[src/rtl/core/rtm_pkg.sv]
`timescale 1ns / 1ps
`default_nettype none

package rtm_pkg;

  localparam int NumSubflows  = 4;
  localparam int TableDepth   = 16;
  localparam int CleanupCount = 64;
  localparam int PortRegs     = 4;
  localparam int IdxW         = $clog2(TableDepth);
  localparam int SfW          = 2;

  localparam logic [15:0] EthIpv4   = 16'h0800;
  localparam logic [3:0]  IpVersion = 4'h4;
  localparam logic [7:0]  ProtoTcp  = 8'd6;

  typedef enum logic [2:0] {
    ST_MALFORMED = 3'd0,
    ST_NOT_PROXY = 3'd1,
    ST_UNKNOWN   = 3'd2,
    ST_DOWN_SKIP = 3'd3,
    ST_DOWN_REC  = 3'd4,
    ST_UP_SKIP   = 3'd5,
    ST_RTT_UPD   = 3'd6,
    ST_FULL      = 3'd7
  } rtm_status_e;

  typedef enum logic [7:0] {
    REG_PROXY_PORT = 8'd0,
    REG_ACTIVE_SF  = 8'd1,
    REG_PORT_A     = 8'd2,
    REG_PORT_B     = 8'd3,
    REG_PORT_C     = 8'd4,
    REG_PORT_D     = 8'd5,
    REG_CLN_AGE    = 8'd6,
    REG_RTT_GAP    = 8'd7
  } rtm_reg_e;

  typedef enum logic [1:0] {
    S_IDLE,
    S_PARSE,
    S_WALK
  } rtm_state_e;

  typedef struct packed {
    logic [15:0] frame_len;
    logic [15:0] ether_kind;
    logic [7:0]  ip_ver_ihl;
    logic [15:0] ip_total_len;
    logic [7:0]  ip_proto;
    logic [15:0] src_port;
    logic [15:0] dst_port;
    logic [7:0]  tcp_offset_byte;
    logic [31:0] seq_num;
    logic [31:0] ack_num;
    logic [47:0] now_time;
  } rtm_in_t;

  typedef struct packed {
    logic [2:0]  status;
    logic [1:0]  subflow;
    logic [47:0] rtt_sample;
    logic [47:0] smoothed_rtt;
    logic [47:0] payload_total;
  } rtm_out_t;

  // search word walking down the cell row
  typedef struct packed {
    logic            vld;
    logic            cln;
    logic [SfW-1:0]  sf;
    logic [31:0]     key;
    logic [47:0]     now;
    logic            hit;
    logic [IdxW-1:0] hit_idx;
    logic [47:0]     hit_time;
    logic            free;
    logic [IdxW-1:0] free_idx;
  } rtm_tok_t;

  // entry update broadcast to all cells
  typedef struct packed {
    logic            set;
    logic            clr;
    logic [IdxW-1:0] idx;
    logic [SfW-1:0]  sf;
    logic [31:0]     seq;
    logic [47:0]     time_v;
  } rtm_wr_t;

endpackage

`default_nettype wire

[src/rtl/core/rtm_cell.sv]
`timescale 1ns / 1ps
`default_nettype none

module rtm_cell (
  input  wire logic                    clk_i,
  input  wire logic                    rst_ni,
  input  wire logic [rtm_pkg::IdxW-1:0] cell_idx_i,
  input  wire logic [47:0]             age_i,
  input  wire rtm_pkg::rtm_tok_t       tok_i,
  input  wire rtm_pkg::rtm_wr_t        wr_i,
  output rtm_pkg::rtm_tok_t            tok_o
);
  import rtm_pkg::*;

  logic [31:0]            seq_q  [NumSubflows];
  logic [47:0]            time_q [NumSubflows];
  logic [NumSubflows-1:0] valid_q;
  rtm_tok_t               tok_q, tok_d;

  logic cur_v, aged, v_post, match, wr_me;

  always_comb begin
    cur_v  = valid_q[tok_i.sf];
    aged   = tok_i.cln && cur_v &&
             ({1'b0, tok_i.now} > ({1'b0, age_i} + {1'b0, time_q[tok_i.sf]}));
    v_post = cur_v && !aged;
    match  = v_post && (seq_q[tok_i.sf] == tok_i.key);
    wr_me  = (wr_i.idx == cell_idx_i);
    tok_d  = tok_i;
    if (tok_i.vld) begin
      if (!tok_i.hit && match) begin
        tok_d.hit      = 1'b1;
        tok_d.hit_idx  = cell_idx_i;
        tok_d.hit_time = time_q[tok_i.sf];
      end
      if (!tok_i.free && !v_post) begin
        tok_d.free     = 1'b1;
        tok_d.free_idx = cell_idx_i;
      end
    end
  end

  always_ff @(posedge clk_i or negedge rst_ni) begin
    if (!rst_ni) begin
      valid_q <= '0;
      tok_q   <= '0;
    end else begin
      tok_q <= tok_d;
      if (tok_i.vld && aged) valid_q[tok_i.sf] <= 1'b0;
      if (wr_i.set && wr_me) valid_q[wr_i.sf] <= 1'b1;
      if (wr_i.clr && wr_me) valid_q[wr_i.sf] <= 1'b0;
    end
  end

  always_ff @(posedge clk_i) begin
    if (wr_i.set && wr_me) begin
      seq_q[wr_i.sf]  <= wr_i.seq;
      time_q[wr_i.sf] <= wr_i.time_v;
    end
  end

  assign tok_o = tok_q;

endmodule

`default_nettype wire

[config.mk]
export PLATFORM = sky130hd
export DESIGN_NAME = rtm_cell
export DESIGN_NICKNAME = d
export VERILOG_FILES = /design/src/rtl/core/rtm_pkg.sv /design/src/rtl/core/rtm_cell.sv
export SDC_FILE = /design/constraint.sdc
export NUM_CORES = 1
export LEC_CHECK = 0
export BUFFER_PORTS_ARGS = -buffer_cell sky130_fd_sc_hd__buf_2
export CELL_PAD_IN_SITES_DETAIL_PLACEMENT = 1
export CELL_PAD_IN_SITES_GLOBAL_PLACEMENT = 2
export CORE_ASPECT_RATIO = 1.75
export CORE_MARGIN = 3
export CORE_UTILIZATION = 39
export DETAILED_ROUTE_END_ITERATION = 8
export PLACE_DENSITY = 0.89
export SLEW_MARGIN = 10
export SYNTH_ARGS = -nofsm -noshare
export SYNTH_HDL_FRONTEND = slang
export SYNTH_SLANG_ARGS = --single-unit
[constraint.sdc]
create_clock -name clk_i -period 6.7 [get_ports clk_i]
set_input_delay 2.01 -clock clk_i [delete_from_list [all_inputs] [get_ports clk_i]]
set_output_delay 2.01 -clock clk_i [all_outputs]
set_load 0.02 [all_outputs]
# == After elaboration in Yosys (flattened, before gate mapping) ==
# Memories as Yosys holds them, arrays and structs flattened.
# Cells that the tools add are included.
# totals
ramBits,320
mem_count,2
ff_bits,146
inputBits,284
# mem_list
name,depth,width,rd,rd_clocked_by_memory_dff,wr,line,text
time_q,4,48,1,0,1,rtm_cell.sv:16,logic [47:0] time_q [NumSubflows];
seq_q,4,32,1,0,1,rtm_cell.sv:15,logic [31:0] seq_q [NumSubflows];
# op_classes
n_reduce_logical,15
bitwise,5
mux,14
magnitude_cmp,5
n_eq_ne,2
addsub,1
# ops
cell,n
58-bit two-way mux,1
53-bit two-way mux,1
48-bit by 48-bit adder with 49-bit output,1
48-bit by 49-bit greater-than comparator with 1-bit output,1
32-bit == test,1
4-bit two-way mux,3
1-bit logical AND,11
4-bit bitwise AND,2
4-bit NOT,2
"2-bit by 3-bit less-than comparator with 1-bit output, second input constant",2
1-bit two-way mux,5
5-bit two-way mux,1
1-bit demux with 2-bit select,2
4-bit == test,1
"2-bit by 1-bit greater-or-equal comparator with 1-bit output, second input constant",2
1-bit logical NOT,4
4-bit bitwise OR,1
1-bit binary-select mux with 2-bit select,1

# == Depth between registers and ports, before layout ==
# depth
word_depth,11
mapped_depth,28
depth_no_buf,22

# == Least setup slack after synthesis ==
# OpenSTA, ideal clock, no wires.
# synth_timing
path_type,input to register
startpoint,in wr_i[83] in the netlist's numbering
endpoint,reg valid_q[0]
t_required_ns,6.595
n_path_buf,0
t_arrival_ns,9.024
slack_ns,-2.429
cell_stages,6
setup_time_ns,0.105
path_cell_list,xor2_1 -> nor4_1 -> nand2_1 -> nor3_1 -> o32ai_1 -> a31oi_1
# synth_via
elab_chain_cells,5
word_cells_on_any_way,6
cone_classes,eq/ne (1); mux (2); bitwise (1); reduce/logical (2)
# synth_lines
element,line,text
start: declaration,rtm_cell.sv:10,"input wire rtm_pkg::rtm_wr_t wr_i,"
4-bit == test (*),rtm_cell.sv:28,wr_me = (wr_i.idx == cell_idx_i);
1-bit logical AND,rtm_cell.sv:50,if (wr_i.set && wr_me) valid_q[wr_i.sf] <= 1'b1;
4-bit two-way mux,rtm_cell.sv:50,
4-bit bitwise AND (no source line),n/a,
4-bit two-way mux (*),rtm_cell.sv:51,if (wr_i.clr && wr_me) valid_q[wr_i.sf] <= 1'b0;
end signal: indexed assignment,rtm_cell.sv:49,if (tok_i.vld && aged) valid_q[tok_i.sf] <= 1'b0;
end signal: indexed assignment,rtm_cell.sv:50,
end signal: indexed assignment,rtm_cell.sv:51,
end: declaration,rtm_cell.sv:17,logic [NumSubflows-1:0] valid_q;
# Every way passes the cells marked *; elsewhere a longest branch is shown, timed or not.

==> impl_metrics.py <==
metrics = {
    "status": {
        "outcome": "finished, violations left",
        "violations": "setup timing",
    },
    "worst_setup_path": {
        "critPathMaxFanout": 8,
        "arrival_ps": 7250,
        "cp_slowest_stage_delay_ps": 540,
        "cp_slowest_cell": "mux4_2",
        "r2r_setup_slack_ps": 1190,
        "required_ps": 7140,
        "reg2reg_from": "time_q[0][10]",
        "critPathMostFrequentCell": "buf_4",
        "path_delay_family": "buffers and inverters",
        "startpoint_type": "input port",
        "r2r_end": "tok_o[19]",
        "crit_path_end_kind": "flop",
        "critPathKind": "in2reg",
        "reg2regPathDepth": 27,
        "crit_buf_inv": 10,
    },
    "drt": {
        "vias": 14000,
        "via_per_inst": 5.25,
        "drc": 0,
        "firstDrtPassIters": 4,
        "wl_per_cell_um": 24.8,
        "postRouteAntennaNets": 0,
        "drtIter0Drc": 586,
        "totalWireLength_mm": 66.1,
    },
    "floorplan": {
        "num_rows": 110,
        "die_w_um": 179,
        "boundaryPins": 426,
        "die-area_sq_mm": 0.0553,
        "core_sq_mm": 0.0516,
        "die_height_um": 309,
        "initial_utilization": 0.396,
    },
    "global_routing": {
        "grt_pass1_vias": 15700,
        "grt_max_degree": 147,
        "antenna_found_initial": 29,
        "globalRoute.totalOverflow": 0,
        "grt_usage": 0.231,
        "grt_pass1_wl_mm": 95.0,
    },
    "finish": {
        "mostFrequentLayoutCell": "buf_2",
        "drive_gt1_frac": 0.492,
        "nets": 2320,
        "stdcell_count": 2665,
        "final_area_sq_mm": 0.0276,
        "final_util": 0.534,
        "area_growth_pct": 34.8,
        "layout.cells.most_common_list": "422 x buf_2, 320 x edfxtp_1, 227 x buf_4",
    },
    "clock_network": {
        "cts.sinks": 466,
        "cts_buffer_depth": 3,
        "clk_pin_slew_ps": 70,
        "cts-root-buf": "clkbuf_16",
        "clkLatencyLatePin_ps": 570,
        "numCtsBuffers": 43,
        "cts_tree": "done",
        "cts_max_level": 2,
        "postCtsHoldBufs": 0,
    },
    "synthesis": {
        "synth-seq-area-share": 0.648,
        "synth_seq_cells": 466,
        "async_flop_share": 0.313,
        "synth.avg_cell_area_sq_um": 16.3,
        "synth_edf_count": 320,
        "syn_nets": 1635,
        "synth_warnings": 0,
        "synth_flop_cell": "edfxtp_1",
        "yosysUniqueCellTypes": 61,
        "syn_area_sq_mm": 0.0205,
        "syn_inst": 1254,
    },
    "place": {
        "io_buffers": 425,
        "place_area_sq_mm": 0.0252,
        "dp.cells": 2541,
        "dpl.hpwl_mm": 50.1,
        "place.gp.congestion": 0.957,
    },
    "sta": {
        "fin_worst_skew_ps": 26.3,
        "max_slew_margin": 0.413,
        "timing.final.ws_setup_ps": -105,
        "max_freq_ghz": 0.147,
        "maxSlewViolCount": 0,
        "period_share": 1.02,
        "tightest_slew_ps": 872,
        "rsz0062_at_grt": "yes",
        "hold_viol": 0,
        "finalCriticalPeriod_ps": 6810,
        "finalSetupViolCount": 56,
    },
    "hold_path": {
        "hold_class": "reg2reg",
        "holdPathEnd": "valid_q[3]",
        "hold_path.startpoint": "valid_q[3]",
        "hold_path_depth": 2,
    },
    "run": {
        "maxCapViolCount": 0,
    },
    "power": {
        "p_total_mw": 6.94,
        "leakagePower_nw": 11.6,
        "power_density_mw_per_mm2": 252,
        "irDropWorstVdd_v": 0.000228,
    },
}
logic make-up (layout without fill, tap and decap cells):
kind of cell	count (synthesis)	after routing	share of synthesized area
other cells	0	19	0
flops	466	466	0.648
xor+xnor	78	78	0.0334
simple gates	195	195	0.0470
fa+ha+maj	97	97	0.0597
compound gates	219	219	0.0695
mux	142	142	0.129
buf+inv	57	777	0.0134
layer usage:
layer  global-route usage  part of all wire
met5                    0            0.0013
met3               0.0397             0.054
met4                0.104             0.045
met2                0.438              0.55
met1                0.246              0.35
registers in the layout, summed over array words and instances, names as in the netlist:
signal   cells
valid_q      4
tok_o      142
seq_q      128
time_q     192
tightest hold or removal path, delay by kind of cell, from the launching register on:
kind,cells,cell delay (ps)
AO/OA/AOI/OAI,2,220
flip-flops,1,350
worst max-delay path by stage:
stage	slack, ps	from	depth (start not counted)	endpoint
2_1_floorplan	-590	tok_i[138]	27	tok_o[10]
3_3_place_gp	-1080	tok_i[138]	24	tok_o[30]
5_1_grt	-290	tok_i[138]	26	tok_o[19]
6_report	-110	tok_i[138]	30	tok_o[19]
4_1_cts	-210	tok_i[138]	24	tok_o[3]
3_5_place_dp	-1150	tok_i[138]	24	tok_o[48]
power by group:
group	switching (mW)	internal [mW]	total (mW)	leakage (nW)
Sequential	0.0255	3.16	3.18	4.58
Combinational	0.679	0.589	1.27	6.26
Clock	1.08	1.41	2.49	0.708
Total	1.78	5.15	6.94	11.6
cell usage after synthesis, types with 10 or more instances:
master	number	share of area
xor2_1	45	0.019
a21oi_1	71	0.017
xnor2_1	33	0.014
nand2_1	64	0.012
edfxtp_1	320	0.47
a21o_1	42	0.015
nand3_1	11	0.0027
o21ai_0	30	0.0073
inv_1	16	0.0029
nand4_1	21	0.0064
mux2_4	50	0.037
clkbuf_1	22	0.0040
dfrtp_1	146	0.18
ha_1	96	0.059
mux4_2	76	0.084
nor2_1	51	0.0094
nor4_1	10	0.0031
metrics by stage:
step	setup slack [ps]	hold slack [ps]	setup TNS, ps
final	-105	611	-4270
after global routing	-291	637	-14720
after CTS	-206	591	-8380
after detailed placement	-1150	580	-68490
after global placement	-1080	568	-64240
after floorplan	-588	537	-32710
timing repair:
action,4_1_cts,5_1_grt
setup buffers,14,6
cloned,4,2
setup endpoints to repair,62,62
pin swaps,41,40
resized for setup,59,61
layout make-up:
type,instances,area (sq um)
Multi-Input combinational cell,731,7550
Tap cell,672,841
Clock buffer,57,1180
Antenna cell,19,47.5
Fill cell,5104,24000
Sequential cell,466,13300
Clock inverter,23,246
Inverter,16,60.1
Timing Repair Buffer,681,4390
Power figures use the tool's default switching activity.
